### config.mk
export PLATFORM = sky130hd
export DESIGN_NAME = generational_handle_table
export DESIGN_NICKNAME = d
export VERILOG_FILES = /design/src/sv/ght_pkg.sv /design/src/sv/ght_ram.sv /design/src/sv/ght_free_list.sv /design/src/sv/generational_handle_table.sv
export SDC_FILE = /design/constraint.sdc
export NUM_CORES = 2
export LEC_CHECK = 0
export BUFFER_PORTS_ARGS = -buffer_cell sky130_fd_sc_hd__buf_2
export CAP_MARGIN = 30
export CELL_PAD_IN_SITES_DETAIL_PLACEMENT = 1
export CELL_PAD_IN_SITES_GLOBAL_PLACEMENT = 2
export CORE_UTILIZATION = 35
export DETAILED_ROUTE_END_ITERATION = 16
export GPL_ROUTABILITY_DRIVEN = 1
export PLACE_DENSITY = 0.57
export SKIP_CTS_REPAIR_TIMING = 1
export SYNTH_ARGS = -nofsm -noshare
export SYNTH_HDL_FRONTEND = slang
export SYNTH_HIERARCHICAL = 1
export SYNTH_SLANG_ARGS = --single-unit
### constraint.sdc
create_clock -name clk -period 11 [get_ports clk]
set_input_delay 1.65 -clock clk [delete_from_list [all_inputs] [get_ports clk]]
set_output_delay 1.65 -clock clk [all_outputs]
set_load 0.05 [all_outputs]
### src/sv/ght_pkg.sv
package ght_pkg;

  localparam int DEF_SLOTS         = 64;
  localparam int DEF_GROW_STEP     = 8;
  localparam int DEF_SERIAL_WIDTH  = 16;
  localparam int DEF_PAYLOAD_WIDTH = 32;

  localparam int OP_W     = 2;
  localparam int STATUS_W = 3;

  // Operation codes.
  localparam logic [OP_W-1:0] OP_OPEN   = 2'd0;
  localparam logic [OP_W-1:0] OP_CLOSE  = 2'd1;
  localparam logic [OP_W-1:0] OP_LOOKUP = 2'd2;

  // Result status codes.
  localparam logic [STATUS_W-1:0] STAT_OK        = 3'd0;
  localparam logic [STATUS_W-1:0] STAT_BAD_INDEX = 3'd1;
  localparam logic [STATUS_W-1:0] STAT_STALE     = 3'd2;
  localparam logic [STATUS_W-1:0] STAT_KIND      = 3'd3;
  localparam logic [STATUS_W-1:0] STAT_FULL      = 3'd4;

  typedef enum logic [1:0] {
    S_IDLE,
    S_EVAL,
    S_REOPEN
  } state_t;

  // Requests from the controller to the free list.
  typedef struct packed {
    logic rd;    // read the entry at the head
    logic pop;   // advance the head
    logic push;  // append an index at the tail
  } fl_ctrl_t;

endpackage

### src/sv/ght_ram.sv
module ght_ram #(
  parameter int WIDTH = 8,
  parameter int DEPTH = 64
) (
  input  logic                     clk,
  input  logic                     we,
  input  logic [$clog2(DEPTH)-1:0] waddr,
  input  logic [WIDTH-1:0]         wdata,
  input  logic                     re,
  input  logic [$clog2(DEPTH)-1:0] raddr,
  output logic [WIDTH-1:0]         rdata
);

  logic [WIDTH-1:0] mem [DEPTH];

  always_ff @(posedge clk) begin
    if (we) begin
      mem[waddr] <= wdata;
    end
    if (re) begin
      rdata <= mem[raddr];
    end
  end

endmodule

### src/sv/ght_free_list.sv
module ght_free_list #(
  parameter int DEPTH = ght_pkg::DEF_SLOTS
) (
  input  logic                     clk,
  input  logic                     rst,
  input  ght_pkg::fl_ctrl_t        ctrl,
  input  logic [$clog2(DEPTH)-1:0] push_idx,
  output logic [$clog2(DEPTH)-1:0] head_idx,
  output logic                     empty
);
  import ght_pkg::*;

  localparam int IDX_W = $clog2(DEPTH);
  localparam int CNT_W = $clog2(DEPTH + 1);
  localparam logic [IDX_W-1:0] LAST = IDX_W'(DEPTH - 1);

  logic [IDX_W-1:0] head;
  logic [IDX_W-1:0] tail;
  logic [CNT_W-1:0] count;

  // Ring pointers wrap at the depth, which need not be a power of two.
  always_ff @(posedge clk) begin
    if (rst) begin
      head  <= '0;
      tail  <= '0;
      count <= '0;
    end else begin
      if (ctrl.pop) begin
        head <= (head == LAST) ? '0 : head + 1'b1;
      end
      if (ctrl.push) begin
        tail <= (tail == LAST) ? '0 : tail + 1'b1;
      end
      if (ctrl.push && !ctrl.pop) begin
        count <= count + 1'b1;
      end else if (ctrl.pop && !ctrl.push) begin
        count <= count - 1'b1;
      end
    end
  end

  assign empty = (count == '0);

  ght_ram #(
    .WIDTH (IDX_W),
    .DEPTH (DEPTH)
  ) u_ram (
    .clk   (clk),
    .we    (ctrl.push),
    .waddr (tail),
    .wdata (push_idx),
    .re    (ctrl.rd),
    .raddr (head),
    .rdata (head_idx)
  );

endmodule

### src/sv/generational_handle_table.sv
// Every item starts its reads on accept and loads the result register from S_EVAL, except an
// open that reuses a freed slot, which reads the free-list head, then that slot, and loads the
// result from S_REOPEN. One item is in flight at a time: a new item is taken only after the last
// one has loaded its result, set by the slot read-modify-write. A waiting result does not block the
// input: one more item is taken and waits in the controller until the result register frees up.
// Reset (rst, synchronous) clears the control state and counters; memories are not cleared and
// no clearing pass runs, so the block accepts items in the first cycle after reset.
module generational_handle_table #(
  parameter int SLOTS         = ght_pkg::DEF_SLOTS,
  parameter int GROW_STEP     = ght_pkg::DEF_GROW_STEP,
  parameter int SERIAL_WIDTH  = ght_pkg::DEF_SERIAL_WIDTH,
  parameter int PAYLOAD_WIDTH = ght_pkg::DEF_PAYLOAD_WIDTH
) (
  input  logic                                       clk,
  input  logic                                       rst,
  input  logic                                       in_valid,
  output logic                                       in_stall,
  input  logic [ght_pkg::OP_W-1:0]                   op,
  input  logic                                       handle_type,
  input  logic [PAYLOAD_WIDTH-1:0]                   payload,
  input  logic [$clog2(SLOTS)+SERIAL_WIDTH-1:0]      handle,
  output logic                                       out_valid,
  input  logic                                       out_stall,
  output logic [$clog2(SLOTS)+SERIAL_WIDTH-1:0]      handle_out,
  output logic [PAYLOAD_WIDTH-1:0]                   payload_out,
  output logic [ght_pkg::STATUS_W-1:0]               status
);
  import ght_pkg::*;

  localparam int IDX_W    = $clog2(SLOTS);
  localparam int CNT_W    = $clog2(SLOTS + 1);
  localparam int SW       = SERIAL_WIDTH;
  localparam int PW       = PAYLOAD_WIDTH;
  localparam int HW       = IDX_W + SW;
  localparam int GROW_EFF = (GROW_STEP < SLOTS) ? GROW_STEP : SLOTS;

  // Slot word layout: {live, kind, serial, payload}.
  localparam int SLOT_W = 2 + SW + PW;
  localparam int LIVE_B = SLOT_W - 1;
  localparam int KIND_B = SLOT_W - 2;

  localparam logic [CNT_W-1:0] SLOTS_C = CNT_W'(SLOTS);
  localparam logic [CNT_W-1:0] GROW_C  = CNT_W'(GROW_EFF);
  localparam logic [SW-1:0]    SER_ONE = SW'(1);

  // The free list is modelled in two parts. Slots created by the latest growth step and not yet
  // opened form a range from fresh_next up to created. Slots given back by close sit in a FIFO.
  // Growth only happens when both parts are empty, so every slot closed afterwards lands behind
  // the fresh range, and taking fresh slots first keeps the oldest-first order.
  //
  // Slots at or above fresh_next have never been opened and so never written in the slot
  // memory; they read as serial zero and not live. This doubles as the reset value of the
  // serial and live marks, so no clearing pass is needed.

  state_t           state;
  state_t           state_next;
  logic [OP_W-1:0]  op_q;
  logic             kind_q;
  logic [PW-1:0]    payload_q;
  logic [HW-1:0]    handle_q;
  logic [CNT_W-1:0] fresh_next;
  logic [CNT_W-1:0] created;

  logic              accept;
  logic              out_room;
  logic [IDX_W-1:0]  q_idx;
  logic [SW-1:0]     q_ser;
  logic              in_range;
  logic              opened;
  logic              rd_live;
  logic [SW-1:0]     rd_ser;
  logic              fresh_avail;
  logic              can_grow;
  logic              fresh_path;
  logic              reopen_path;
  logic [IDX_W-1:0]  fresh_idx;
  logic [CNT_W-1:0]  created_grown;

  logic              slot_we;
  logic [IDX_W-1:0]  slot_waddr;
  logic [SLOT_W-1:0] slot_wdata;
  logic              slot_re;
  logic [IDX_W-1:0]  slot_raddr;
  logic [SLOT_W-1:0] slot_rd;

  fl_ctrl_t          fl_ctrl;
  logic [IDX_W-1:0]  fl_head;
  logic              fl_empty;

  logic              res_load;
  logic [HW-1:0]     res_handle;
  logic [PW-1:0]     res_payload;
  logic [STATUS_W-1:0] res_status;
  logic              fresh_inc;
  logic              grow;

  // One item at a time: the input is open only while the controller is idle. The result
  // register decouples the output side, so a result that has not been taken yet does not stall
  // the input until the next result is ready to be loaded.
  assign in_stall = (state != S_IDLE);
  assign accept   = in_valid && !in_stall;
  assign out_room = !out_valid || !out_stall;

  assign q_idx    = handle_q[HW-1:SW];
  assign q_ser    = handle_q[SW-1:0];
  assign in_range = CNT_W'(q_idx) < created;
  assign opened   = CNT_W'(q_idx) < fresh_next;
  assign rd_live  = opened && slot_rd[LIVE_B];
  assign rd_ser   = opened ? slot_rd[PW +: SW] : '0;

  assign fresh_avail = fresh_next < created;
  assign can_grow    = created < SLOTS_C;
  assign fresh_idx   = fresh_next[IDX_W-1:0];
  // An open takes a fresh slot if one is left, else the oldest freed one, else it grows the
  // table. Growth adds GROW_STEP slots, or only what is left below SLOTS.
  assign fresh_path  = fresh_avail || (fl_empty && can_grow);
  assign reopen_path = (op_q == OP_OPEN) && !fresh_avail && !fl_empty;
  assign created_grown = ((SLOTS_C - created) < GROW_C) ? SLOTS_C : created + GROW_C;

  // Next state.
  always_comb begin
    state_next = state;
    case (state)
      S_IDLE: begin
        if (accept) begin
          state_next = S_EVAL;
        end
      end
      S_EVAL: begin
        if (reopen_path) begin
          state_next = S_REOPEN;
        end else if (out_room) begin
          state_next = S_IDLE;
        end
      end
      S_REOPEN: begin
        if (out_room) begin
          state_next = S_IDLE;
        end
      end
      default: state_next = S_IDLE;
    endcase
  end

  // Memory requests, counter updates and the result. Nothing is committed in a finishing
  // state until the result register can take the result, so a stalled output simply holds the
  // controller where it is with the registered read data unchanged.
  always_comb begin
    slot_we     = 1'b0;
    slot_waddr  = fresh_idx;
    slot_wdata  = {1'b1, kind_q, SER_ONE, payload_q};
    slot_re     = 1'b0;
    slot_raddr  = handle[HW-1:SW];
    fl_ctrl     = '0;
    res_load    = 1'b0;
    res_handle  = '0;
    res_payload = '0;
    res_status  = STAT_OK;
    fresh_inc   = 1'b0;
    grow        = 1'b0;
    case (state)
      S_IDLE: begin
        // Start both reads on accept: the addressed slot for close and lookup, the free-list
        // head for an open that may reuse a slot.
        slot_re    = accept;
        fl_ctrl.rd = accept;
      end
      S_EVAL: begin
        case (op_q)
          OP_OPEN: begin
            if (fresh_path) begin
              if (out_room) begin
                slot_we    = 1'b1;
                res_load   = 1'b1;
                res_handle = {fresh_idx, SER_ONE};
                fresh_inc  = 1'b1;
                grow       = !fresh_avail;
              end
            end else if (!fl_empty) begin
              slot_re     = 1'b1;
              slot_raddr  = fl_head;
              fl_ctrl.pop = 1'b1;
            end else if (out_room) begin
              res_load   = 1'b1;
              res_status = STAT_FULL;
            end
          end
          OP_CLOSE: begin
            if (out_room) begin
              res_load = 1'b1;
              if (!in_range) begin
                res_status = STAT_BAD_INDEX;
              end else if ((rd_ser != q_ser) || !rd_live) begin
                res_status = STAT_STALE;
              end else begin
                slot_we      = 1'b1;
                slot_waddr   = q_idx;
                slot_wdata   = {1'b0, slot_rd[KIND_B:0]};
                fl_ctrl.push = 1'b1;
              end
            end
          end
          OP_LOOKUP: begin
            if (out_room) begin
              res_load = 1'b1;
              if (!in_range) begin
                res_status = STAT_BAD_INDEX;
              end else if ((rd_ser != q_ser) || !rd_live) begin
                res_status = STAT_STALE;
              end else if (slot_rd[KIND_B] != kind_q) begin
                res_status = STAT_KIND;
              end else begin
                res_payload = slot_rd[PW-1:0];
              end
            end
          end
          default: begin
            res_load = out_room;
          end
        endcase
      end
      S_REOPEN: begin
        // The freed slot was opened before, so its stored serial is valid; bump it with wrap.
        if (out_room) begin
          slot_we    = 1'b1;
          slot_waddr = fl_head;
          slot_wdata = {1'b1, kind_q, slot_rd[PW +: SW] + SER_ONE, payload_q};
          res_load   = 1'b1;
          res_handle = {fl_head, slot_rd[PW +: SW] + SER_ONE};
        end
      end
      default: begin
        res_load = 1'b0;
      end
    endcase
  end

  always_ff @(posedge clk) begin
    if (rst) begin
      state      <= S_IDLE;
      fresh_next <= '0;
      created    <= '0;
    end else begin
      state <= state_next;
      if (grow) begin
        created <= created_grown;
      end
      if (fresh_inc) begin
        fresh_next <= fresh_next + 1'b1;
      end
    end
  end

  always_ff @(posedge clk) begin
    if (accept) begin
      op_q      <= op;
      kind_q    <= handle_type;
      payload_q <= payload;
      handle_q  <= handle;
    end
  end

  // Result register.
  always_ff @(posedge clk) begin
    if (rst) begin
      out_valid <= 1'b0;
    end else if (res_load) begin
      out_valid <= 1'b1;
    end else if (!out_stall) begin
      out_valid <= 1'b0;
    end
  end

  always_ff @(posedge clk) begin
    if (res_load) begin
      handle_out  <= res_handle;
      payload_out <= res_payload;
      status      <= res_status;
    end
  end

  ght_ram #(
    .WIDTH (SLOT_W),
    .DEPTH (SLOTS)
  ) u_slot_ram (
    .clk   (clk),
    .we    (slot_we),
    .waddr (slot_waddr),
    .wdata (slot_wdata),
    .re    (slot_re),
    .raddr (slot_raddr),
    .rdata (slot_rd)
  );

  ght_free_list #(
    .DEPTH (SLOTS)
  ) u_free_list (
    .clk      (clk),
    .rst      (rst),
    .ctrl     (fl_ctrl),
    .push_idx (q_idx),
    .head_idx (fl_head),
    .empty    (fl_empty)
  );

`ifndef NO_ASSERTIONS
  // The fresh range never runs past the slots created.
  a_fresh_bound: assert property (@(posedge clk) disable iff (rst)
    fresh_next <= created)
    else $error("fresh_next beyond created slots");

  // The table grows only once every created slot has been handed out at least once.
  a_grow_exhausted: assert property (@(posedge clk) disable iff (rst)
    grow |-> (fresh_next == created) && fl_empty)
    else $error("growth while free slots remain");

  // A result is loaded only when the previous one has gone or is leaving.
  a_no_overwrite: assert property (@(posedge clk) disable iff (rst)
    res_load |-> (!out_valid || !out_stall))
    else $error("result register overwritten");

  // A slot returns to the free list only together with clearing its live mark.
  a_close_pair: assert property (@(posedge clk) disable iff (rst)
    fl_ctrl.push |-> slot_we && !slot_wdata[LIVE_B] && (slot_waddr == q_idx))
    else $error("free-list push without slot close");
`endif

endmodule

==> impl_metrics.json <==
{
  "cp-start-kind": "register",
  "cts.sink_count": 3787,
  "cts-root-buf": "sky130_fd_sc_hd__clkbuf_16",
  "hold_path_depth": 2,
  "worst-endpoint-required_ns": 11.60,
  "boundaryPins": 120,
  "postSynthAreaPerCell_um2": 21.3,
  "drt-pass1-iter-count": 5,
  "finalSetupTns_ns": 0,
  "timing.final.setup_violations": 0,
  "critical_path_depth": 15,
  "postRouteAntennaNets": 0,
  "worst_skew_pair.late_latency_ns": 1.00,
  "std_cell_rows": 237,
  "intPower_mw": 24.6,
  "first_global_vias": 75500,
  "reg2regPathDepth": 15,
  "drv_slew": 0,
  "wl_per_cell_um": 34.7,
  "dp_worst_slack_ns": 3.85,
  "seq_power_share": 0.508,
  "worst_path_largest_cell_delay_ns": 0.80,
  "rsz0062_at_grt": "false",
  "post_route_cells_drive_above_1_share": 0.259,
  "height_of_the_die_um": 649,
  "ys_warn_count": 6,
  "floorplan.initialDensity": 0.351,
  "critical-path-top-cell-by-count": "sky130_fd_sc_hd__buf_4",
  "worst_pin_slew_ns": 1.14,
  "timing.reg2reg.setup_slack_ns": 3.75,
  "cap_viol_max_count": 0,
  "cp-end-kind": "register",
  "ys_types": 88,
  "async_flop_share": 0,
  "floorplan.die_area_um2": 421000,
  "track_usage": 0.214,
  "synth-seq-area-share": 0.775,
  "pin_count_of_the_biggest_net_entering_global_routing": 95,
  "area.growth.synth_to_final_pct": 15.3,
  "cts.path.max_buffers": 4,
  "slew_headroom": 0.240,
  "post_synthesis_sequential_element_count": 3787,
  "nNetsFinal": 7335,
  "totalWireLength_um": 455000,
  "hold_viol": 0,
  "finalWeightedCongestion": 0.809,
  "worst_hold_path_type": "reg -> reg",
  "p_leak_nw": 53.8,
  "min_period_ns": 7.25,
  "criticalPathCategory": "reg -> reg",
  "ys_dominant_reg_cell": "sky130_fd_sc_hd__edfxtp_1",
  "net-switching-power_mw": 6.95,
  "crit_slowest_cell": "sky130_fd_sc_hd__nor2_4",
  "post-route-util": 0.405,
  "leftover_overflow_at_the_end_of_global_routing": 0,
  "grt_antenna_before_repair": 43,
  "post_synthesis_instance_area_um2": 146000,
  "grt_pass1_wl_um": 628000,
  "maximum_net_fanout_on_the_critical_path": 66,
  "tritoncts": "built",
  "drc_errors": 0,
  "drt-vias-per-instance": 5.61,
  "die_x_um": 649,
  "worst_setup_slack_after_layout_ns": 3.75,
  "synth_net_count": 6951,
  "critical_path_buf_inv_count": 3,
  "netSwitchingFraction": 0.220,
  "irDropWorstVdd_uv": 131,
  "cts.clk_slew.worst_paths_ns": 0.06,
  "place_hpwl_um": 277000,
  "critPathArrivalTime_ns": 7.84,
  "finalCritPeriodShare": 0.659,
  "critical_path.cell_chain": "buf_4 -> ha_1 -> nor2_1 -> nor2_1 -> a21oi_1 -> o32ai_1 -> nand4_1 -> nor3b_1 -> nor4b_4 -> buf_4 -> a21o_1 -> nor2b_1 -> nand2_1 -> nor2_4 -> buf_4",
  "power_density_nw_per_um2": 187,
  "cp_top_family": "simple AND/OR/NAND/NOR gates",
  "first_iter_violations": 8257,
  "power.share.combinational": 0.048,
  "core_region_area_um2": 416000,
  "synth_cells": 6860,
  "outcome": "completed",
  "synth_edf_count": 3754,
  "port-buffer-count": 119,
  "fmax_mhz": 138,
  "maximum_level_of_the_cts_h_tree": 5,
  "finClkSkew_ns": 0.0869,
  "cts_buffers": 415,
  "fraction_of_power_consumed_by_the_clock_network": 0.444,
  "vias": 73500
}
## cell families (layout without fill, tap and decap cells)
kind of cell             Yosys count  count (layout)  share of synthesized area
XOR/XNOR                          40              40                    0.00239
AND/OR/NAND/NOR                  831             831                     0.0277
multiplexers                    1131            1131                      0.146
AO/OA/AOI/OAI                    625             625                     0.0319
flip-flops                      3787            3787                      0.775
adder cells (fa/ha/maj)           30              30                    0.00262
buffers and inverters            416            1148                     0.0145
other                              0              24                          0
## cells in the final DEF (no fill, tap or decap), types with 79 or more instances in the layout
cell type / count
sky130_fd_sc_hd__a22oi_1: 93
sky130_fd_sc_hd__buf_2: 122
sky130_fd_sc_hd__buf_4: 197
sky130_fd_sc_hd__clkbuf_1: 93
sky130_fd_sc_hd__clkbuf_16: 422
sky130_fd_sc_hd__clkinv_1: 85
sky130_fd_sc_hd__clkinv_2: 80
sky130_fd_sc_hd__edfxtp_1: 3754
sky130_fd_sc_hd__mux2i_1: 247
sky130_fd_sc_hd__mux4_2: 793
sky130_fd_sc_hd__nand2_1: 193
sky130_fd_sc_hd__nand3_1: 124
sky130_fd_sc_hd__nand4_1: 79
sky130_fd_sc_hd__nor2_1: 168
sky130_fd_sc_hd__o22ai_1: 131
## layout make-up
cell class / instances / area, um2
Clock inverter: 247 / 2670
Inverter: 24 / 90.1
Tap cell: 5497 / 6880
Fill cell: 39100 / 248000
Antenna cell: 24 / 60.1
Timing Repair Buffer: 359 / 2940
Clock buffer: 518 / 11000
Sequential cell: 3787 / 113000
Multi-Input combinational cell: 2657 / 31700
## state kept, by name, summed over array words and instances, names as in the netlist, 7 cells and up
| signal | flops |
|---|---|
| u_slot_ram/rdata | 50 |
| u_free_list/count | 7 |
| u_free_list/u_ram/mem | 384 |
| fresh_next | 7 |
| payload_out | 32 |
| handle_out | 22 |
| handle_q | 22 |
| u_slot_ram/mem | 3200 |
| payload_q | 32 |
## worst paths after layout
check,start,end
worst max-delay path,handle_q[18],u_slot_ram/mem[58][26]
worst min-delay path,created[6],created[6]
worst max register to register,handle_q[18],u_slot_ram/mem[58][26]
worst min register to register,created[6],created[6]
## per-stage QoR
| stage | hold WS [ns] | total power, mW | instances | cell area, um2 |
|---|---|---|---|---|
| floorplan | 0.437 | 17.1 | 6860 | 146000 |
| global placement | 0.453 | 17.9 | 12300 | 154000 |
| detailed placement | 0.471 | 17.9 | 12300 | 155000 |
| CTS | 0.484 | 31.9 | 13100 | 169000 |
| global route | 0.519 | 32.4 | 13100 | 169000 |
| finish | 0.476 | 31.6 | 13100 | 169000 |
## power groups by stage
stage / logic (mW) / registers, mW / clock network, mW
2_1_floorplan: 0.772 / 16.3 / 0
3_3_place_gp: 1.51 / 16.3 / 0
3_5_place_dp: 1.53 / 16.3 / 0
4_1_cts: 1.54 / 16.0 / 14.3
5_1_grt: 1.58 / 16.0 / 14.8
6_report: 1.51 / 16.0 / 14.0
## metal layers
metal / part of all wire / track usage / vias to the layer above
li1: - / - / 29700
met1: 0.45 / 0.315 / 41000
met2: 0.47 / 0.343 / 2416
met3: 0.060 / 0.0292 / 442
met4: 0.016 / 0.0364 / 6
met5: 0.00011 / 0 / -
## worst register-to-register path, stage by stage, from the launching register on
cell and delay [ns]:
sky130_fd_sc_hd__edfxtp_1 0.32, sky130_fd_sc_hd__buf_4 0.54, sky130_fd_sc_hd__ha_1 0.33, sky130_fd_sc_hd__nor2_1 0.08, sky130_fd_sc_hd__nor2_1 0.36, sky130_fd_sc_hd__a21oi_1 0.14, sky130_fd_sc_hd__o32ai_1 0.49, sky130_fd_sc_hd__nand4_1 0.21
sky130_fd_sc_hd__nor3b_1 0.55, sky130_fd_sc_hd__nor4b_4 0.36, sky130_fd_sc_hd__buf_4 0.54, sky130_fd_sc_hd__a21o_1 0.51, sky130_fd_sc_hd__nor2b_1 0.27, sky130_fd_sc_hd__nand2_1 0.57, sky130_fd_sc_hd__nor2_4 0.81, sky130_fd_sc_hd__buf_4 0.69
## cell usage after synthesis, drive strengths merged, types with 18 or more instances
master | number | area, um2
edfxtp | 3754 | 113000
mux4 | 793 | 17900
mux2i | 247 | 2470
nor2 | 235 | 882
buf | 197 | 1290
nand2 | 196 | 736
clkbuf | 195 | 733
o22ai | 133 | 832
nand3 | 125 | 631
a22oi | 93 | 698
mux2 | 91 | 1020
nand4 | 80 | 507
a21oi | 58 | 294
o221ai | 58 | 508
and2 | 40 | 250
nor2b | 40 | 250
a211oi | 38 | 295
a221o | 38 | 380
a22o | 34 | 298
o21ai | 34 | 181
dfxtp | 33 | 661
ha | 29 | 363
xnor2 | 25 | 219
inv | 24 | 90.1
o211ai | 23 | 173
and3 | 22 | 144
a21o | 21 | 165
nor3 | 19 | 95.1
or2 | 18 | 113
Note: power is estimated with default switching activity, not from simulation.
